File: config.mk
export PLATFORM = sky130hd
export DESIGN_NAME = kline_uart_transceiver_unit_flat
export DESIGN_NICKNAME = d
export VERILOG_FILES = /design/src/rtl/core/klut_pkg.sv /design/src/rtl/core/klut_if.sv /design/src/rtl/core/kline_uart_transceiver_unit.sv /design/src/flat_wrapper.sv
export SDC_FILE = /design/constraint.sdc
export NUM_CORES = 1
export LEC_CHECK = 0
export BUFFER_PORTS_ARGS = -buffer_cell sky130_fd_sc_hd__buf_2
export CORE_ASPECT_RATIO = 1.1
export CORE_UTILIZATION = 60
export CTS_BUF_LIST = sky130_fd_sc_hd__clkbuf_16
export DETAILED_ROUTE_END_ITERATION = 10
export GPL_ROUTABILITY_DRIVEN = 0
export PLACE_DENSITY = 0.85
export SETUP_SLACK_MARGIN = 0.1
export SLEW_MARGIN = 20
export SYNTH_ARGS = -nofsm -noshare
export SYNTH_HDL_FRONTEND = slang
export SYNTH_SLANG_ARGS = --single-unit
File: constraint.sdc
create_clock -name clk_i -period 5.94 [get_ports clk_i]
set_input_delay 1.188 -clock clk_i [delete_from_list [all_inputs] [get_ports clk_i]]
set_output_delay 1.188 -clock clk_i [all_outputs]
set_load 0.01 [all_outputs]
File: src/rtl/core/klut_pkg.sv
// ----------------------------------------------------------------------------
// klut_pkg
// Shared types and constants for the K line UART transceiver.
// ----------------------------------------------------------------------------
package klut_pkg;

  localparam int unsigned TICK_WIDTH_DEF = 20;
  localparam int unsigned CFG_W          = 20;
  localparam int unsigned PERIOD_W       = 16;
  localparam int unsigned BYTE_W         = 8;
  localparam int unsigned BITCNT_W       = 4;
  localparam int unsigned APB_AW         = 5;
  localparam int unsigned APB_DW         = 32;
  localparam int unsigned CFG_IDX_W      = 3;

  localparam logic [CFG_IDX_W-1:0] CFG_BIT_PERIOD    = 3'd0;
  localparam logic [CFG_IDX_W-1:0] CFG_REPLY_TIMEOUT = 3'd1;
  localparam logic [CFG_IDX_W-1:0] CFG_IDLE_FIRST    = 3'd2;
  localparam logic [CFG_IDX_W-1:0] CFG_WAKE_LOW      = 3'd3;
  localparam logic [CFG_IDX_W-1:0] CFG_WAKE_HIGH     = 3'd4;

  localparam logic [PERIOD_W-1:0] BIT_PERIOD_RST    = 16'd96;
  localparam logic [CFG_W-1:0]    REPLY_TIMEOUT_RST = 20'd50000;
  localparam logic [CFG_W-1:0]    IDLE_FIRST_RST    = 20'd300000;
  localparam logic [CFG_W-1:0]    WAKE_LOW_RST      = 20'd25000;
  localparam logic [CFG_W-1:0]    WAKE_HIGH_RST     = 20'd25000;

  // bit counter marks: frame of start, eight data and stop
  localparam logic [BITCNT_W-1:0] TX_BITS_START = 4'd10;
  localparam logic [BITCNT_W-1:0] RX_BITS_START = 4'd11;
  localparam logic [BITCNT_W-1:0] BITS_START_CHK = 4'd10;
  localparam logic [BITCNT_W-1:0] BITS_DATA_LO  = 4'd2;
  localparam logic [BITCNT_W-1:0] BITS_STOP     = 4'd1;
  localparam logic [BYTE_W-1:0]   RX_MSB        = 8'h80;

  typedef enum logic [1:0] {
    REQ_TICK  = 2'd0,
    REQ_SEND  = 2'd1,
    REQ_RECV  = 2'd2,
    REQ_WAKE  = 2'd3
  } req_type_e;

  typedef enum logic [1:0] {
    ST_OK        = 2'd0,
    ST_BUS_ERROR = 2'd1,
    ST_NO_DATA   = 2'd2
  } status_e;

  typedef enum logic [2:0] {
    MODE_IDLE      = 3'd0,
    MODE_TX        = 3'd1,
    MODE_RX        = 3'd2,
    MODE_WAKE_IDLE = 3'd3,
    MODE_WAKE_LOW  = 3'd4,
    MODE_WAKE_HIGH = 3'd5
  } op_mode_e;

endpackage

File: src/rtl/core/klut_if.sv
// ----------------------------------------------------------------------------
// klut_if
// Valid/ready channels for request items and result items.
// ----------------------------------------------------------------------------
interface klut_req_if import klut_pkg::*; ();
  logic              valid;
  logic              ready;
  logic [1:0]        req_type;
  logic [BYTE_W-1:0] tx_byte;
  logic              k_sample;

  modport source (output valid, req_type, tx_byte, k_sample, input ready);
  modport sink   (input valid, req_type, tx_byte, k_sample, output ready);
endinterface

interface klut_res_if import klut_pkg::*; ();
  logic              valid;
  logic              ready;
  logic              k_level;
  logic              l_level;
  logic              busy_res;
  logic              done_res;
  logic [BYTE_W-1:0] rx_byte;
  logic [1:0]        status;

  modport source (output valid, k_level, l_level, busy_res, done_res, rx_byte, status,
                  input ready);
  modport sink   (input valid, k_level, l_level, busy_res, done_res, rx_byte, status,
                  output ready);
endinterface

File: src/rtl/core/kline_uart_transceiver_unit.sv
// Each accepted item's result item is registered and valid in the next cycle.
// Throughput: one item per cycle while no result item is stalled; the whole state update for a tick is a single
// registered pass (one tick counter increment and one length compare).
// A stalled result item holds back the input side until it is taken.
// Reset (rst_ni low, asynchronous): idle, lines released high, status ok,
// configuration registers at their defaults.
// ----------------------------------------------------------------------------
// kline_uart_transceiver_unit
// Half-duplex K line UART (8N1) with L line wake-up pattern and APB setup.
// ----------------------------------------------------------------------------
module kline_uart_transceiver_unit import klut_pkg::*; #(
  parameter int unsigned TICK_WIDTH = TICK_WIDTH_DEF
) (
  input  logic              clk_i,
  input  logic              rst_ni,
  input  logic              psel,
  input  logic              penable,
  input  logic              pwrite,
  input  logic [APB_AW-1:0] paddr,
  input  logic [APB_DW-1:0] pwdata,
  output logic [APB_DW-1:0] prdata,
  output logic              pready,
  klut_req_if.sink          req_i,
  klut_res_if.source        res_o
);

  localparam int unsigned CW = (TICK_WIDTH > CFG_W) ? TICK_WIDTH : CFG_W;
  localparam logic [CW-1:0] TMAX = CW'((64'd1 << TICK_WIDTH) - 64'd1);
  localparam logic [TICK_WIDTH-1:0] TMAX_T = TMAX[TICK_WIDTH-1:0];

  // configuration
  logic [PERIOD_W-1:0] bit_period_q;
  logic [CFG_W-1:0]    reply_timeout_q, idle_first_q, wake_low_q, wake_high_q;
  logic                cfg_wr;
  logic [CFG_IDX_W-1:0] cfg_idx;

  assign pready  = 1'b1;
  assign cfg_wr  = psel && penable && pwrite;
  assign cfg_idx = paddr[APB_AW-1:2];

  always_ff @(posedge clk_i or negedge rst_ni) begin
    if (!rst_ni) begin
      bit_period_q    <= BIT_PERIOD_RST;
      reply_timeout_q <= REPLY_TIMEOUT_RST;
      idle_first_q    <= IDLE_FIRST_RST;
      wake_low_q      <= WAKE_LOW_RST;
      wake_high_q     <= WAKE_HIGH_RST;
    end else if (cfg_wr) begin
      unique case (cfg_idx)
        CFG_BIT_PERIOD:    bit_period_q    <= pwdata[PERIOD_W-1:0];
        CFG_REPLY_TIMEOUT: reply_timeout_q <= pwdata[CFG_W-1:0];
        CFG_IDLE_FIRST:    idle_first_q    <= pwdata[CFG_W-1:0];
        CFG_WAKE_LOW:      wake_low_q      <= pwdata[CFG_W-1:0];
        CFG_WAKE_HIGH:     wake_high_q     <= pwdata[CFG_W-1:0];
        default: ;
      endcase
    end
  end

  always_comb begin
    unique case (cfg_idx)
      CFG_BIT_PERIOD:    prdata = APB_DW'(bit_period_q);
      CFG_REPLY_TIMEOUT: prdata = APB_DW'(reply_timeout_q);
      CFG_IDLE_FIRST:    prdata = APB_DW'(idle_first_q);
      CFG_WAKE_LOW:      prdata = APB_DW'(wake_low_q);
      CFG_WAKE_HIGH:     prdata = APB_DW'(wake_high_q);
      default:           prdata = '0;
    endcase
  end

  // transceiver state
  op_mode_e              mode_q, mode_d;
  logic [BITCNT_W-1:0]   bitcnt_q, bitcnt_d, bitcnt_dec;
  logic [BYTE_W-1:0]     shift_q, shift_d;
  logic [TICK_WIDTH-1:0] tick_q, tick_d, tick_inc;
  logic                  rx_wait_q, rx_wait_d;
  logic                  prev_k_q;
  logic                  k_drv_q, k_drv_d, l_drv_q, l_drv_d;
  status_e               status_q, status_d;
  logic                  done;
  logic [BYTE_W-1:0]     rx_out;

  logic [CW-1:0] len_raw, len_c;
  logic          hit;
  logic          accept, res_load;
  logic          k_in;
  logic [1:0]    req;

  assign res_load = !res_o.valid || res_o.ready;
  assign req_i.ready = res_load;
  assign accept = req_i.valid && res_load;
  assign k_in = req_i.k_sample;
  assign req  = req_i.req_type;
  assign bitcnt_dec = bitcnt_q - BITCNT_W'(1);

  always_comb begin
    unique case (mode_q)
      MODE_TX:        len_raw = CW'(bit_period_q);
      MODE_RX: begin
        if (rx_wait_q) begin
          len_raw = CW'(reply_timeout_q);
        end else if (bitcnt_q == RX_BITS_START) begin
          len_raw = CW'(bit_period_q >> 1);
        end else begin
          len_raw = CW'(bit_period_q);
        end
      end
      MODE_WAKE_IDLE: len_raw = CW'(idle_first_q);
      MODE_WAKE_LOW:  len_raw = CW'(wake_low_q);
      MODE_WAKE_HIGH: len_raw = CW'(wake_high_q);
      default:        len_raw = '0;
    endcase
  end

  assign len_c    = (len_raw > TMAX) ? TMAX : len_raw;
  assign tick_inc = (tick_q < TMAX_T) ? tick_q + TICK_WIDTH'(1) : tick_q;
  assign hit      = CW'(tick_inc) >= len_c;

  always_comb begin
    mode_d    = mode_q;
    bitcnt_d  = bitcnt_q;
    shift_d   = shift_q;
    tick_d    = tick_q;
    rx_wait_d = rx_wait_q;
    k_drv_d   = k_drv_q;
    l_drv_d   = l_drv_q;
    status_d  = status_q;
    done      = 1'b0;
    rx_out    = '0;

    if (mode_q == MODE_IDLE) begin
      if (req != REQ_TICK) begin
        tick_d   = '0;
        status_d = ST_OK;
        case (req)
          REQ_SEND: begin
            mode_d   = MODE_TX;
            shift_d  = req_i.tx_byte;
            bitcnt_d = TX_BITS_START;
            k_drv_d  = 1'b0;
          end
          REQ_RECV: begin
            mode_d    = MODE_RX;
            rx_wait_d = 1'b1;
            shift_d   = '0;
            bitcnt_d  = '0;
          end
          default: mode_d = MODE_WAKE_IDLE;
        endcase
      end
    end else begin
      unique case (mode_q)
        MODE_TX: begin
          tick_d = tick_inc;
          if (hit) begin
            tick_d   = '0;
            bitcnt_d = bitcnt_dec;
            if (bitcnt_dec >= BITS_DATA_LO && bitcnt_dec < TX_BITS_START) begin
              k_drv_d = shift_q[0];
              shift_d = shift_q >> 1;
            end else if (bitcnt_dec == BITS_STOP) begin
              k_drv_d = 1'b1;
            end else begin
              k_drv_d  = 1'b1;
              mode_d   = MODE_IDLE;
              status_d = ST_OK;
              done     = 1'b1;
            end
          end
        end
        MODE_RX: begin
          if (rx_wait_q) begin
            if (prev_k_q && !k_in) begin
              rx_wait_d = 1'b0;
              tick_d    = '0;
              bitcnt_d  = RX_BITS_START;
              shift_d   = '0;
            end else begin
              tick_d = tick_inc;
              if (hit) begin
                rx_wait_d = 1'b0;
                mode_d    = MODE_IDLE;
                status_d  = ST_NO_DATA;
                shift_d   = '0;
                done      = 1'b1;
              end
            end
          end else begin
            tick_d = tick_inc;
            if (hit) begin
              tick_d   = '0;
              bitcnt_d = bitcnt_dec;
              if (bitcnt_dec >= BITS_START_CHK) begin
                if (k_in) begin
                  mode_d   = MODE_IDLE;
                  status_d = ST_BUS_ERROR;
                  shift_d  = '0;
                  done     = 1'b1;
                end
              end else if (bitcnt_dec >= BITS_DATA_LO) begin
                shift_d = (shift_q >> 1) | (k_in ? RX_MSB : '0);
              end else begin
                mode_d   = MODE_IDLE;
                status_d = k_in ? ST_OK : ST_BUS_ERROR;
                done     = 1'b1;
              end
            end
          end
          if (done) begin
            rx_out = shift_d;
          end
        end
        MODE_WAKE_IDLE: begin
          if (!k_in ? (len_c == '0) : hit) begin
            tick_d  = '0;
            k_drv_d = 1'b0;
            l_drv_d = 1'b0;
            mode_d  = MODE_WAKE_LOW;
          end else begin
            tick_d = k_in ? tick_inc : '0;
          end
        end
        MODE_WAKE_LOW: begin
          tick_d = tick_inc;
          if (hit) begin
            tick_d  = '0;
            k_drv_d = 1'b1;
            l_drv_d = 1'b1;
            mode_d  = MODE_WAKE_HIGH;
          end
        end
        MODE_WAKE_HIGH: begin
          tick_d = tick_inc;
          if (hit) begin
            tick_d   = '0;
            mode_d   = MODE_IDLE;
            status_d = ST_OK;
            done     = 1'b1;
          end
        end
        default: mode_d = MODE_IDLE;
      endcase
    end
  end

  always_ff @(posedge clk_i or negedge rst_ni) begin
    if (!rst_ni) begin
      mode_q    <= MODE_IDLE;
      bitcnt_q  <= '0;
      shift_q   <= '0;
      tick_q    <= '0;
      rx_wait_q <= 1'b0;
      prev_k_q  <= 1'b1;
      k_drv_q   <= 1'b1;
      l_drv_q   <= 1'b1;
      status_q  <= ST_OK;
    end else if (accept) begin
      mode_q    <= mode_d;
      bitcnt_q  <= bitcnt_d;
      shift_q   <= shift_d;
      tick_q    <= tick_d;
      rx_wait_q <= rx_wait_d;
      prev_k_q  <= k_in;
      k_drv_q   <= k_drv_d;
      l_drv_q   <= l_drv_d;
      status_q  <= status_d;
    end
  end

  // result register
  logic res_valid_q;

  always_ff @(posedge clk_i or negedge rst_ni) begin
    if (!rst_ni) begin
      res_valid_q <= 1'b0;
    end else if (res_load) begin
      res_valid_q <= req_i.valid;
    end
  end

  always_ff @(posedge clk_i) begin
    if (accept) begin
      res_o.k_level  <= k_drv_d;
      res_o.l_level  <= l_drv_d;
      res_o.busy_res <= (mode_d != MODE_IDLE);
      res_o.done_res <= done;
      res_o.rx_byte  <= rx_out;
      res_o.status   <= status_d;
    end
  end

  assign res_o.valid = res_valid_q;

endmodule

File: src/flat_wrapper.sv
// flat-port wrapper written by rule: the top's interface ports become plain ports
module kline_uart_transceiver_unit_flat import klut_pkg::*;
#(
  parameter int unsigned TICK_WIDTH = TICK_WIDTH_DEF
)
  (clk_i, rst_ni, psel, penable, pwrite, paddr, pwdata, prdata, pready, req_i_valid, req_i_req_type, req_i_tx_byte, req_i_k_sample, req_i_ready, res_o_valid, res_o_k_level, res_o_l_level, res_o_busy_res, res_o_done_res, res_o_rx_byte, res_o_status, res_o_ready);
  klut_req_if req_i_i ();
  klut_res_if res_o_i ();
  input  logic clk_i;
  input  logic rst_ni;
  input  logic psel;
  input  logic penable;
  input  logic pwrite;
  input  logic [APB_AW-1:0] paddr;
  input  logic [APB_DW-1:0] pwdata;
  output logic [APB_DW-1:0] prdata;
  output logic pready;
  input wire logic [$bits(req_i_i.valid)-1:0] req_i_valid;
  input wire logic [$bits(req_i_i.req_type)-1:0] req_i_req_type;
  input wire logic [$bits(req_i_i.tx_byte)-1:0] req_i_tx_byte;
  input wire logic [$bits(req_i_i.k_sample)-1:0] req_i_k_sample;
  output wire logic [$bits(req_i_i.ready)-1:0] req_i_ready;
  output wire logic [$bits(res_o_i.valid)-1:0] res_o_valid;
  output wire logic [$bits(res_o_i.k_level)-1:0] res_o_k_level;
  output wire logic [$bits(res_o_i.l_level)-1:0] res_o_l_level;
  output wire logic [$bits(res_o_i.busy_res)-1:0] res_o_busy_res;
  output wire logic [$bits(res_o_i.done_res)-1:0] res_o_done_res;
  output wire logic [$bits(res_o_i.rx_byte)-1:0] res_o_rx_byte;
  output wire logic [$bits(res_o_i.status)-1:0] res_o_status;
  input wire logic [$bits(res_o_i.ready)-1:0] res_o_ready;
  assign req_i_i.valid = req_i_valid;
  assign req_i_i.req_type = req_i_req_type;
  assign req_i_i.tx_byte = req_i_tx_byte;
  assign req_i_i.k_sample = req_i_k_sample;
  assign req_i_ready = req_i_i.ready;
  assign res_o_valid = res_o_i.valid;
  assign res_o_k_level = res_o_i.k_level;
  assign res_o_l_level = res_o_i.l_level;
  assign res_o_busy_res = res_o_i.busy_res;
  assign res_o_done_res = res_o_i.done_res;
  assign res_o_rx_byte = res_o_i.rx_byte;
  assign res_o_status = res_o_i.status;
  assign res_o_i.ready = res_o_ready;
  kline_uart_transceiver_unit #(.TICK_WIDTH(TICK_WIDTH)) u_core (.clk_i(clk_i), .rst_ni(rst_ni), .psel(psel), .penable(penable), .pwrite(pwrite), .paddr(paddr), .pwdata(pwdata), .prdata(prdata), .pready(pready), .req_i(req_i_i), .res_o(res_o_i));
endmodule
# Word-level counts from Yosys, hierarchy flattened
# Index checks and enable logic that the tools add are counted.
[word_totals]
ff_bits = 152
input_bits = 55
out_inout_bits = 49
wordCells = 177
[op_classes]
addsub = 2
order_cmp = 6
eq_ne = 19
mux = 99
n_bitwise = 3
n_reduce_logical = 27
[ops]
columns = ["cell", "count"]
rows = [
  ["20-bit 2-to-1 mux", 10],
  ["20-bit one-hot mux with 5 select lines", 2],
  ["8-bit 2-to-1 mux", 12],
  ["20-bit one-hot mux with 3 select lines", 1],
  ["3-bit 2-to-1 mux", 14],
  ["8-bit one-hot mux with 2 select lines", 2],
  ["1-bit 2-to-1 mux", 31],
  ["2-bit 2-to-1 mux", 13],
  ["20-bit by 1-bit adder with 20-bit output (second input constant)", 1],
  ["20-bit greater-or-equal comparator", 1],
  ["20-bit greater-than comparator (second input constant)", 1],
  ["20-bit logical NOT", 1],
  ["20-bit < comparator (second input constant)", 1],
  ["4-bit 2-to-1 mux", 5],
  ["16-bit 2-to-1 mux", 1],
  ["4-bit one-hot mux with 2 select lines", 2],
  ["3-bit one-hot mux with 5 select lines", 1],
  ["3-bit by 2-bit equality test with 1-bit output (second input constant)", 4],
  ["2-bit AND reduction", 5],
  ["3-bit equality test (second input constant)", 3],
  ["7-bit by 8-bit OR with 8-bit output", 1],
  ["3-bit by 1-bit equality test with 1-bit output (second input constant)", 2],
  ["3-bit logical NOT", 2],
  ["3-bit by 1-bit inequality test with 1-bit output (second input constant)", 2],
  ["27 further kinds", 38],
]

# Depth between registers and ports, before layout
# Gate-level depths: netlist of the first run.
[depth]
depth_word = 14
ltp_mapped = 18

# Worst setup path before layout of the first run
# OpenSTA, ideal clock, no wires.
[synth_timing]
path_type = "reg2reg"
from = "register u_core.tick_q[0]"
to = "register u_core.tick_q[10]"
setup_time_ns = 0.067
arrival_time_ns = 4.219
required_ns = 5.873
path_slack_ns = 1.653
path_stages_with_launch = 18
path_buffers = 2
path_cell_list = "dfrtp_1 > ha_1 > nand3_1 > nor3_1 > a211oi_2 > or4b_1 > buf_2 > or3_1 > nand2_1 > ha_1 > a21o_1 > a21o_1 > a21oi_1 > o211a_1 > clkbuf_1 > o311ai_2 > a21oi_1 > a22o_1"
[synth_via]
elab_chain_cells = 7
word_cells_on_any_way = 12
cone_classes = "1 x add/sub; 2 x order compare; 9 x mux"
[synth_lines]
columns = ["element", "line", "text"]
rows = [
  ["start, declared", "kline_uart_transceiver_unit.sv:75", "logic [TICK_WIDTH-1:0] tick_q, tick_d, tick_inc;"],
  ["start signal, assigned", "kline_uart_transceiver_unit.sv:261", "tick_q <= tick_d;"],
  ["20-bit by 1-bit adder with 20-bit output / 20-bit < comparator (equally long branches)", "kline_uart_transceiver_unit.sv:116", "assign tick_inc = (tick_q < TMAX_T) ? tick_q + TICK_WIDTH'(1) : tick_q;"],
  ["20-bit 2-to-1 mux *", "kline_uart_transceiver_unit.sv:116", ""],
  ["20-bit greater-or-equal comparator", "kline_uart_transceiver_unit.sv:117", "assign hit = CW'(tick_inc) >= len_c;"],
  ["1-bit 2-to-1 mux / 20-bit 2-to-1 mux (equally long branches)", "--", ""],
  ["20-bit 2-to-1 mux, on equally long branches", "kline_uart_transceiver_unit.sv:214, kline_uart_transceiver_unit.sv:172", ""],
  ["20-bit one-hot mux with 3 select lines *", "kline_uart_transceiver_unit.sv:152", "unique case (mode_q)"],
  ["20-bit 2-to-1 mux *", "kline_uart_transceiver_unit.sv:131", "if (mode_q == MODE_IDLE) begin"],
]
# Every way passes the cells marked *; elsewhere a longest branch is shown, timed or not.
# A chain may end at the register's enable or synchronous reset.

# Worst setup path in the final report of the first run
[layout_timing]
from = "register u_core.tick_q[0]"
to = "register u_core.tick_q[14]"
# Same word-level chain as after synthesis.

==> results_tabular.tex, run 1 <==
\begin{tabular}{lr}
\hline
Metric & Value \\
\hline
\multicolumn{2}{l}{\textbf{Synthesis}} \\
\quad Synth Area in Adders & 3.836\% \\
\quad Fraction of the mapped netlist area in simple logic gates & 11.02\% \\
\quad Share of synthesized flip-flops with an asynchronous set or reset & 90.79\% \\
\quad Per-instance average area after synthesis & between 10 and 15 um\^{}2 \\
\quad Dominant combinational cell family by area after synthesis & compound AO/OA/AOI/OAI gates \\
\quad Top area cells in the synthesized netlist & sky130\_fd\_sc\_hd\_\_dfrtp\_1 27\%, sky130\_fd\_sc\_hd\_\_mux2\_2 13\%, sky130\_fd\_sc\_hd\_\_dfstp\_2 8.3\%, sky130\_fd\_sc\_hd\_\_mux2i\_1 4.9\%, sky130\_fd\_sc\_hd\_\_edfxtp\_1 4.3\% \\
\quad Share of Yosys cell area claimed by the top area cell type & roughly 27\% \\
\quad Count of flip-flops with a built-in enable after synthesis & 14 \\
\quad Synth area leader & sky130\_fd\_sc\_hd\_\_dfrtp\_1 \\
\quad Area of the mapped netlist & roughly 9800 um\^{}2 \\
\quad Mux contribution to synthesized area & a little under a fifth \\
\quad Fraction of the yosys area taken by sequential cells & around 40\% \\
\quad Compound-cell area share of the yosys netlist & between 20\% and 30\% \\
\quad Most used flip-flop cell after synthesis & sky130\_fd\_sc\_hd\_\_dfrtp\_1 \\
\quad Total number of yosys warnings & 0 \\
\quad Yosys cell types & 80 \\
\quad Register bit total from synthesis & about 150 \\
\quad Ranking of synthesized cells by instance count & 114 x sky130\_fd\_sc\_hd\_\_mux2\_2, 107 x sky130\_fd\_sc\_hd\_\_dfrtp\_1, 52 x sky130\_fd\_sc\_hd\_\_nand2\_1, 49 x sky130\_fd\_sc\_hd\_\_nor2\_1 \\
\quad Synth Area in XOR/XNOR & 0.8056\% \\
\quad Instance count of the mapped netlist & between 900 and 1000 \\
\quad Cell with the most instances after synthesis & sky130\_fd\_sc\_hd\_\_mux2\_2 \\
\multicolumn{2}{l}{\textbf{Global routing}} \\
\quad Global-route met2 utilization & 51.11\% \\
\quad Number of global-route vias before repair & between 8000 and 9000 \\
\quad Remaining global-route overflow & 0 \\
\quad Global-route wire length before repair & 42170 um \\
\quad Total Routing Usage GR & about a third \\
\quad Initial antenna violation count & 0 \\
\quad Highest-utilization routing layer at the global route stage & met2 \\
\quad Fraction of met1 tracks used by global routing & 42.14\% \\
\quad Maximum number of pins on one net before global-route repair & 99 \\
\quad Global routing met3 resource utilization & around 6.9\% \\
\multicolumn{2}{l}{\textbf{Clocking}} \\
\quad Clock transition at the registers of the reported paths & $\sim$0.060 ns \\
\quad CTS Root Cell & sky130\_fd\_sc\_hd\_\_clkbuf\_16 \\
\quad Max clock buf depth & 2 \\
\quad Total clock buffers created by CTS & 17 \\
\quad H-Tree Depth & 4 \\
\quad Clock tree from TritonCTS & built \\
\quad Cts hold-fix bufs & 0 \\
\quad Count of instances resized after the clock tree is built & 0 \\
\quad Clk Latency, worst-skew pair & 0.44 ns \\
\quad Number of sinks handled by clock tree synthesis & 152 \\
\quad Post-CTS Repair Setup Buffers & 0 \\
\multicolumn{2}{l}{\textbf{Timing}} \\
\quad Final period utilization & 86.29\% \\
\quad Maximum clock rate & 0.1951 GHz \\
\quad Count of pins over their slew limit & 0 \\
\quad Final Hold Violating Endpoints & 0 \\
\quad Final Skew & 0.009386 ns \\
\quad Setup TNS & 0 ns \\
\quad Headroom to the max-slew limit & 36.93\% \\
\quad Final Critical Period & slightly above 5 ns \\
\quad Setup repair after global routing missed its margin & no \\
\quad Least-Margin Pin Slew & approximately 0.95 ns \\
\quad Final setup violation count & 0 \\
\multicolumn{2}{l}{\textbf{Floorplan}} \\
\quad Die height & 135.9 um \\
\quad Starting Density & 61.95\% \\
\quad Top-level port count & 104 \\
\quad Floorplan die width & roughly 120 um \\
\quad Area of the die & around 17000 um\^{}2 \\
\quad Number of rows in the core area & 48 \\
\quad Core outline area & about 16000 um\^{}2 \\
\multicolumn{2}{l}{\textbf{Drt}} \\
\quad Total Wirelength & 26630 um \\
\quad Via-to-Cell Ratio & slightly below 7 \\
\quad Vias & 8447 \\
\quad Number of DRC violations after detailed routing & 0 \\
\quad Iteration count of the initial detailed-routing pass & 7 \\
\quad Post-route antenna net violation count & 0 \\
\quad Starting DRT DRC Count & approximately 1000 \\
\quad Per-cell routed wire length & 21.88 um \\
\multicolumn{2}{l}{\textbf{Setup path}} \\
\quad Worst setup EP type & register \\
\quad Worst R2R Path Depth & 16 \\
\quad Type of the setup path with the least slack & register to register \\
\quad CP Cell Sequence & ha\_1 -> nand3\_1 -> nor3\_1 -> a211oi\_2 -> or4b\_1 -> or3\_1 -> nand2\_1 -> ha\_1 -> a21o\_1 -> a21o\_1 -> a21oi\_1 -> and2\_1 -> o311ai\_2 -> buf\_4 -> a21oi\_1 -> a22o\_1 \\
\quad Kind of start point of the critical path & register \\
\quad Stages on the worst setup path & 16 \\
\quad CP arrival & between 5 and 6 ns \\
\quad CP max stage delay & between 0.6 and 0.7 ns \\
\quad Bufs and invs on worst path & 1 \\
\quad Worst path slowest cell & sky130\_fd\_sc\_hd\_\_or4b\_1 \\
\quad Cell family with the largest share of critical-path delay & compound AO/OA/AOI/OAI gates \\
\quad Required time of the worst setup path & 6.30 ns \\
\quad Crit path max fanout & 11 \\
\multicolumn{2}{l}{\textbf{Layout}} \\
\quad Area Growth Syn to Fin & 10.77\% \\
\quad Antenna diode count & 0 \\
\quad Layout cell share with drive strength beyond 1 & approximately 29\% \\
\quad Layout net count & between 1000 and 1500 \\
\multicolumn{2}{l}{\textbf{Outcome}} \\
\quad Run status & complete, no violations \\
\multicolumn{2}{l}{\textbf{Job}} \\
\quad Number of maximum-capacitance constraint violations & 0 \\
\multicolumn{2}{l}{\textbf{Power and ir drop}} \\
\quad Overall Power & 4.754 mW \\
\quad Largest vdd supply drop & 0.2732 mV \\
\quad PD cells & about 440 nW/um\^{}2 \\
\quad Static leakage & 4.804 nW \\
\multicolumn{2}{l}{\textbf{Placement}} \\
\quad Count of input and output buffers & 76 \\
\quad Post-DP HPWL & 17390 um \\
\multicolumn{2}{l}{\textbf{Hold path}} \\
\quad HP Class & register to register \\
\quad Number of cells on the worst hold path & 2 \\
\hline
\end{tabular}
final timing paths:
check | from | endpoint | slack, ns
max | u_core.tick_q[0]$_DFFE_PN0P_ | u_core.tick_q[14]$_DFFE_PN0P_ | 0.81
min | u_core.status_q[1]$_DFFE_PN0P_ | u_core.status_q[1]$_DFFE_PN0P_ | 0.52
max reg2reg | u_core.tick_q[0]$_DFFE_PN0P_ | u_core.tick_q[14]$_DFFE_PN0P_ | 0.81
min reg2reg | u_core.status_q[1]$_DFFE_PN0P_ | u_core.status_q[1]$_DFFE_PN0P_ | 0.52
max in group asynchronous | rst_ni | u_core.wake_high_q[5]$_DFFE_PN1P_ | 3.99
min in group asynchronous | rst_ni | u_core.tick_q[19]$_DFFE_PN0P_ | 0.86
stage by stage:
step                      hold WS, ns  cells  worst slack, ns  util (%)  instance area, um^2
final                          0.5196   1217           0.8144     68.62                10840
after global routing           0.5244   1217           0.6492     68.62                10840
after CTS                      0.5176   1217           0.8845     68.62                10840
after detailed placement       0.5042   1185           0.9562     64.96                10260
after global placement         0.4775   1185            1.053     64.96                10260
after floorplan                0.4582    968            1.653         -                 9826
logic make-up after synthesis:
group / count (synthesis)
and+or+nand+nor: 211
DFF: 152
adders and majority gates: 30
other: 2
AOI/OAI and AO/OA: 281
muxes: 162
buffers and inverters: 110
xor gates and xnor gates: 9
placed cells by master (no fill, tap or decap), types with 10 or more instances in the layout:
cell type,Yosys,layout
sky130_fd_sc_hd__nor2_1,49,48
sky130_fd_sc_hd__nand2_1,52,52
sky130_fd_sc_hd__nor3_1,21,21
sky130_fd_sc_hd__a21o_1,21,21
sky130_fd_sc_hd__buf_4,16,24
sky130_fd_sc_hd__edfxtp_1,14,14
sky130_fd_sc_hd__clkbuf_16,0,19
sky130_fd_sc_hd__a31oi_1,17,17
sky130_fd_sc_hd__a22oi_1,48,48
sky130_fd_sc_hd__nand3_1,13,13
sky130_fd_sc_hd__nand2b_1,15,15
sky130_fd_sc_hd__ha_1,30,30
sky130_fd_sc_hd__mux2i_1,48,48
sky130_fd_sc_hd__mux2_2,114,114
sky130_fd_sc_hd__o22ai_1,31,31
sky130_fd_sc_hd__dfstp_2,31,31
sky130_fd_sc_hd__o221ai_1,13,13
sky130_fd_sc_hd__dfrtp_1,107,107
sky130_fd_sc_hd__inv_1,27,31
sky130_fd_sc_hd__o21ai_0,28,28
sky130_fd_sc_hd__conb_1,2,13
sky130_fd_sc_hd__a21oi_1,22,22
sky130_fd_sc_hd__buf_2,18,75
sky130_fd_sc_hd__o22a_1,10,10
cell type report:
type | instances | area, um^2
Multi-Input combinational cell | 706 | 5430
Fill cell | 1142 | 4957
Sequential cell | 152 | 3913
Timing Repair Buffer | 100 | 566.8
Clock buffer | 19 | 475.5
Tap cell | 200 | 250.2
Clock inverter | 13 | 101.3
Inverter | 27 | 101.3
registers in the layout, summed over array words and instances, names as in the netlist, 3 cells and up:
name / cells
u_core.reply_timeout_q: 20
u_core.res_o.rx_byte: 8
u_core.bit_period_q: 16
u_core.mode_q: 3
u_core.wake_low_q: 20
u_core.tick_q: 20
u_core.wake_high_q: 20
u_core.idle_first_q: 20
u_core.shift_q: 8
u_core.bitcnt_q: 4
routing by layer:
metal  part of all wire [%]  vias to the layer above
li1                       -                     3727
met1                     39                     4089
met2                     47                      538
met3                    9.5                       93
met4                    3.7                        0
met5                      0                        -
worst register-to-register path, cell delays in order, from the launching register on:
cell	delay, ns
sky130_fd_sc_hd__dfrtp_1	0.45
sky130_fd_sc_hd__ha_1	0.25
sky130_fd_sc_hd__nand3_1	0.15
sky130_fd_sc_hd__nor3_1	0.12
sky130_fd_sc_hd__a211oi_2	0.31
sky130_fd_sc_hd__or4b_1	0.68
sky130_fd_sc_hd__or3_1	0.40
sky130_fd_sc_hd__nand2_1	0.09
sky130_fd_sc_hd__ha_1	0.24
sky130_fd_sc_hd__a21o_1	0.18
sky130_fd_sc_hd__a21o_1	0.17
sky130_fd_sc_hd__a21oi_1	0.38
sky130_fd_sc_hd__and2_1	0.45
sky130_fd_sc_hd__o311ai_2	0.12
sky130_fd_sc_hd__buf_4	0.20
sky130_fd_sc_hd__a21oi_1	0.62
sky130_fd_sc_hd__a22o_1	0.24
power breakdown:
group	leakage (nW)	internal [mW]	switching [mW]	total, mW
Sequential	1.83	1.28	0.246	1.52
Combinational	2.68	0.867	1.30	2.17
Clock	0.293	0.621	0.443	1.06
Total	4.80	2.77	1.99	4.75
Note: power is estimated with default switching activity, not from simulation.
==> inputs of run 2 (changes only) <==
--- a/config.mk
+++ b/config.mk
@@ -5,13 +5,15 @@
 export SDC_FILE = /design/constraint.sdc
 export NUM_CORES = 1
 export LEC_CHECK = 0
+export ABC_AREA = 1
 export BUFFER_PORTS_ARGS = -buffer_cell sky130_fd_sc_hd__buf_2
 export CORE_ASPECT_RATIO = 1.1
-export CORE_UTILIZATION = 60
+export CORE_MARGIN = 4
+export CORE_UTILIZATION = 25
 export CTS_BUF_LIST = sky130_fd_sc_hd__clkbuf_16
 export DETAILED_ROUTE_END_ITERATION = 10
 export GPL_ROUTABILITY_DRIVEN = 0
-export PLACE_DENSITY = 0.85
+export PLACE_DENSITY = 0.45
 export SETUP_SLACK_MARGIN = 0.1
 export SLEW_MARGIN = 20
 export SYNTH_ARGS = -nofsm -noshare
==> results_tabular.tex, run 2 <==
\begin{tabular}{lr}
\hline
Metric & Value \\
\hline
\multicolumn{2}{l}{\textbf{Floorplan}} \\
\quad Area of the die & 41790 um\^{}2 (was 16820 um\^{}2) \\
\quad Number of rows in the core area & 75 (was 48) \\
\quad Core outline area & 38100 um\^{}2 (was 15800 um\^{}2) \\
\quad Die height & 214.0 um (was 135.9 um) \\
\quad Top-level port count & 104 (unchanged) \\
\quad Floorplan die width & 195.3 um (was 123.8 um) \\
\quad Starting Density & 25.32\% (was 61.95\%) \\
\multicolumn{2}{l}{\textbf{Clocking}} \\
\quad Max clock buf depth & 2 (unchanged) \\
\quad CTS Root Cell & sky130\_fd\_sc\_hd\_\_clkbuf\_16 (unchanged) \\
\quad Number of sinks handled by clock tree synthesis & 152 (unchanged) \\
\quad Count of instances resized after the clock tree is built & 0 (unchanged) \\
\quad Total clock buffers created by CTS & 17 (unchanged) \\
\quad Post-CTS Repair Setup Buffers & 0 (unchanged) \\
\quad Clk Latency, worst-skew pair & 0.46 ns (was 0.44 ns) \\
\quad Clock transition at the registers of the reported paths & 0.07 ns (was 0.06 ns) \\
\quad Clock tree from TritonCTS & built (unchanged) \\
\quad H-Tree Depth & 4 (unchanged) \\
\quad Cts hold-fix bufs & 0 (unchanged) \\
\multicolumn{2}{l}{\textbf{Setup path}} \\
\quad Kind of start point of the critical path & register (unchanged) \\
\quad Stages on the worst setup path & 20 (was 16) \\
\quad Worst path slowest cell & sky130\_fd\_sc\_hd\_\_dfrtp\_1 (was sky130\_fd\_sc\_hd\_\_or4b\_1) \\
\quad CP arrival & 4.70 ns (was 5.49 ns) \\
\quad Type of the setup path with the least slack & register to register (unchanged) \\
\quad Bufs and invs on worst path & 5 (was 1) \\
\quad Required time of the worst setup path & 6.10 ns (was 6.30 ns) \\
\quad Crit path max fanout & 22 (was 11) \\
\quad Worst setup EP type & register (unchanged) \\
\quad CP Cell Sequence & nand2\_1 -> inv\_1 -> o21ai\_0 -> nand3\_1 -> inv\_1 -> ha\_1 -> nand2\_1 -> inv\_1 -> nand3\_1 -> nor2\_1 -> nand4\_1 -> nand4\_1 -> buf\_4 -> nand2\_1 -> inv\_1 -> o21ai\_2 -> nand2\_1 -> o211ai\_1 -> nor2\_1 -> nand3\_1 (was ha\_1 -> nand3\_1 -> nor3\_1 -> a211oi\_2 -> or4b\_1 -> or3\_1 -> nand2\_1 -> ha\_1 -> a21o\_1 -> a21o\_1 -> a21oi\_1 -> and2\_1 -> o311ai\_2 -> buf\_4 -> a21oi\_1 -> a22o\_1) \\
\quad Slack of the worst reg-to-reg path & 1.40 ns (was 0.81 ns) \\
\quad Cell family with the largest share of critical-path delay & simple AND/OR/NAND/NOR gates (was compound AO/OA/AOI/OAI gates) \\
\quad CP max stage delay & 0.97 ns (was 0.68 ns) \\
\quad Worst R2R Path Depth & 20 (was 16) \\
\multicolumn{2}{l}{\textbf{Power and ir drop}} \\
\quad Reported net switching power & 2.472 mW (was 1.988 mW) \\
\quad Overall Power & 5.243 mW (was 4.754 mW) \\
\quad Largest vdd supply drop & 0.2462 mV (was 0.2732 mV) \\
\quad Portion of total power attributed to sequential cells & 30.4\% (was 32.1\%) \\
\quad Cell internal power dissipation & 2.771 mW (was 2.766 mW) \\
\quad Power share of the clock group & 22.4\% (about the same) \\
\quad PD cells & 471.4 nW/um\^{}2 (was 438.7 nW/um\^{}2) \\
\quad Switching power as a share of total power & 47.15\% (was 41.82\%) \\
\quad Share of total power in combinational logic & 47.2\% (was 45.6\%) \\
\quad Static leakage & 5.191 nW (was 4.804 nW) \\
\multicolumn{2}{l}{\textbf{Synthesis}} \\
\quad Yosys cell types & 49 (was 80) \\
\quad Ranking of synthesized cells by instance count & 359 x sky130\_fd\_sc\_hd\_\_nand2\_1, 148 x sky130\_fd\_sc\_hd\_\_o21ai\_0, 139 x sky130\_fd\_sc\_hd\_\_inv\_1, 130 x sky130\_fd\_sc\_hd\_\_nor2\_1 (was 114 x sky130\_fd\_sc\_hd\_\_mux2\_2, 107 x sky130\_fd\_sc\_hd\_\_dfrtp\_1, 52 x sky130\_fd\_sc\_hd\_\_nand2\_1, 49 x sky130\_fd\_sc\_hd\_\_nor2\_1) \\
\quad Total number of yosys warnings & 0 (unchanged) \\
\quad Register bit total from synthesis & 152 (unchanged) \\
\quad Cell with the most instances after synthesis & sky130\_fd\_sc\_hd\_\_nand2\_1 (was sky130\_fd\_sc\_hd\_\_mux2\_2) \\
\quad Most used flip-flop cell after synthesis & sky130\_fd\_sc\_hd\_\_dfrtp\_1 (unchanged) \\
\quad Synth area leader & sky130\_fd\_sc\_hd\_\_dfrtp\_1 (unchanged) \\
\quad Per-instance average area after synthesis & 7.209 um\^{}2 (was 10.22 um\^{}2) \\
\quad Count of flip-flops with a built-in enable after synthesis & 14 (unchanged) \\
\quad Area of the mapped netlist & 9646 um\^{}2 (was 9784 um\^{}2) \\
\quad Share of synthesized flip-flops with an asynchronous set or reset & 90.79\% (unchanged) \\
\quad Top area cells in the synthesized netlist & sky130\_fd\_sc\_hd\_\_dfrtp\_1 28\%, sky130\_fd\_sc\_hd\_\_nand2\_1 14\%, sky130\_fd\_sc\_hd\_\_dfstp\_2 8.4\%, sky130\_fd\_sc\_hd\_\_o21ai\_0 7.7\%, sky130\_fd\_sc\_hd\_\_nand3\_1 5.6\% (was sky130\_fd\_sc\_hd\_\_dfrtp\_1 27\%, sky130\_fd\_sc\_hd\_\_mux2\_2 13\%, sky130\_fd\_sc\_hd\_\_dfstp\_2 8.3\%, sky130\_fd\_sc\_hd\_\_mux2i\_1 4.9\%, sky130\_fd\_sc\_hd\_\_edfxtp\_1 4.3\%) \\
\quad Share of Yosys cell area claimed by the top area cell type & 27.76\% (was 27.37\%) \\
\quad Instance count of the mapped netlist & 1338 (was 957) \\
\quad Fraction of the yosys area taken by sequential cells & 40.56\% (was 39.99\%) \\
\multicolumn{2}{l}{\textbf{Layout}} \\
\quad End-of-flow core utilization & 29.19\% (was 68.62\%) \\
\quad Number of fillers in the final layout & 4251 (was 1142) \\
\quad Commonest non-fill, non-tap cells in the layout & 357 x sky130\_fd\_sc\_hd\_\_nand2\_1, 148 x sky130\_fd\_sc\_hd\_\_o21ai\_0, 139 x sky130\_fd\_sc\_hd\_\_inv\_1 (was 114 x sky130\_fd\_sc\_hd\_\_mux2\_2, 107 x sky130\_fd\_sc\_hd\_\_dfrtp\_1, 75 x sky130\_fd\_sc\_hd\_\_buf\_2) \\
\quad Leading cell type in the layout, fill and taps excluded & sky130\_fd\_sc\_hd\_\_nand2\_1 (was sky130\_fd\_sc\_hd\_\_mux2\_2) \\
\quad Layout net count & 1473 (was 1089) \\
\quad Area Growth Syn to Fin & 15.31\% (was 10.77\%) \\
\quad Antenna diode count & 0 (unchanged) \\
\quad Layout cell share with drive strength beyond 1 & 13.42\% (was 29.11\%) \\
\multicolumn{2}{l}{\textbf{Timing}} \\
\quad Final Critical Period & 4.542 ns (was 5.126 ns) \\
\quad Final Skew & 0.01680 ns (was 0.009386 ns) \\
\quad Count of pins over their slew limit & 0 (unchanged) \\
\quad Maximum clock rate & 0.2201 GHz (was 0.1951 GHz) \\
\quad Least-Margin Pin Slew & 1.077 ns (was 0.9451 ns) \\
\quad Setup repair after global routing missed its margin & no (unchanged) \\
\quad Setup TNS & 0 ns (unchanged) \\
\quad Final Hold Violating Endpoints & 0 (unchanged) \\
\quad Final period utilization & 76.47\% (was 86.29\%) \\
\quad Headroom to the max-slew limit & 27.94\% (was 36.93\%) \\
\quad Final setup violation count & 0 (unchanged) \\
\multicolumn{2}{l}{\textbf{Global routing}} \\
\quad Global-route met2 utilization & 25.12\% (was 51.11\%) \\
\quad Global routing met3 resource utilization & 2.420\% (was 6.879\%) \\
\quad Remaining global-route overflow & 0 (unchanged) \\
\quad Highest-utilization routing layer at the global route stage & met2 (unchanged) \\
\quad Maximum number of pins on one net before global-route repair & 88 (was 99) \\
\quad Global-route wire length before repair & 51310 um (was 42170 um) \\
\quad Number of global-route vias before repair & 8928 (was 8124) \\
\quad Total Routing Usage GR & 15.44\% (was 32.74\%) \\
\quad Initial antenna violation count & 0 (unchanged) \\
\quad Fraction of met1 tracks used by global routing & 21.26\% (was 42.14\%) \\
\multicolumn{2}{l}{\textbf{Job}} \\
\quad Number of maximum-capacitance constraint violations & 0 (unchanged) \\
\multicolumn{2}{l}{\textbf{Outcome}} \\
\quad Run status & complete, no violations (unchanged) \\
\multicolumn{2}{l}{\textbf{Drt}} \\
\quad Vias & 9035 (was 8447) \\
\quad Per-cell routed wire length & 17.04 um (was 21.88 um) \\
\quad Number of DRC violations after detailed routing & 0 (unchanged) \\
\quad Post-route antenna net violation count & 0 (unchanged) \\
\quad Via-to-Cell Ratio & 4.753 (was 6.941) \\
\quad Total Wirelength & 32390 um (was 26630 um) \\
\quad Iteration count of the initial detailed-routing pass & 6 (was 7) \\
\quad Starting DRT DRC Count & 674 (was 1017) \\
\multicolumn{2}{l}{\textbf{Hold path}} \\
\quad HP Class & register to register (unchanged) \\
\quad Number of cells on the worst hold path & 2 (unchanged) \\
\multicolumn{2}{l}{\textbf{Placement}} \\
\quad Count of input and output buffers & 76 (unchanged) \\
\quad Post-DP HPWL & 22090 um (was 17390 um) \\
\hline
\end{tabular}
## run 2: power groups by stage
stage               Combinational [mW]  Sequential, mW  Clock [mW]
floorplan                         1.78            1.50           0
global placement                  2.46            1.60           0
detailed placement                2.48            1.60           0
CTS                               2.49            1.59        1.21
global route                      2.79            1.63        1.25
finish                            2.48            1.59        1.17
## run 2: worst paths after layout
kind                                                      endpoint                    startpoint
max in group asynchronous       u_core.wake_high_q[15]$_DFFE_PN0P_                        rst_ni
worst min register to register          u_core.l_drv_q$_DFFE_PN1P_    u_core.l_drv_q$_DFFE_PN1P_
worst min-delay path                    u_core.l_drv_q$_DFFE_PN1P_    u_core.l_drv_q$_DFFE_PN1P_
worst max register to register     u_core.res_o.busy_res$_DFFE_PP_  u_core.mode_q[1]$_DFFE_PN0P_
min in group asynchronous       u_core.idle_first_q[3]$_DFFE_PN0P_                        rst_ni
worst max-delay path               u_core.res_o.busy_res$_DFFE_PP_  u_core.mode_q[1]$_DFFE_PN0P_
## run 2: metal layers
metal | share of wire, % | up-vias
met2 | 47 | 200
li1 | - | 4506
met3 | 3.6 | 35
met4 | 1.7 | 0
met1 | 48 | 4294
met5 | 0 | -
## run 2: final cells by class
cell class | count | area (um^2) | area share [%]
repair buffers | 95 | 529.3 | 4.759
well taps | 500 | 625.6 | 5.625
flip-flops and latches | 152 | 3915 | 35.20
inverters | 144 | 543.0 | 4.882
clock buffers | 18 | 450.4 | 4.050
multi-input cells | 978 | 4890 | 43.96
clock inverters | 14 | 168.9 | 1.519
## run 2: tightest hold or removal path, delay by kind of cell, from the launching register on
family	cells	cell delay [ns]
AO/OA/AOI/OAI	1	0.07
flip-flops	1	0.37
AND/OR/NAND/NOR	1	0.05
## run 2: through the flow
stage / instances / worst slack [ns] / hold WS (ns) / instance area [um^2]
after floorplan: 1349 / 2.419 / 0.4530 / 9687
after global placement: 1869 / 1.425 / 0.4722 / 10500
after detailed placement: 1869 / 1.465 / 0.4741 / 10500
after CTS: 1901 / 1.431 / 0.4917 / 11120
after global routing: 1901 / 1.003 / 0.5085 / 11120
final: 1901 / 1.398 / 0.4922 / 11120
## run 2: logic make-up (layout without fill, tap and decap cells)
logic type / count (synthesis) / in the layout / synth area share (%)
simple gates: 679 / 679 / 30.19
compound gates: 239 / 239 / 14.18
buf+inv: 219 / 271 / 9.560
flops: 152 / 152 / 40.56
fa+ha+maj: 30 / 30 / 3.892
xor+xnor: 17 / 17 / 1.544
other cells: 2 / 13 / 0.07786
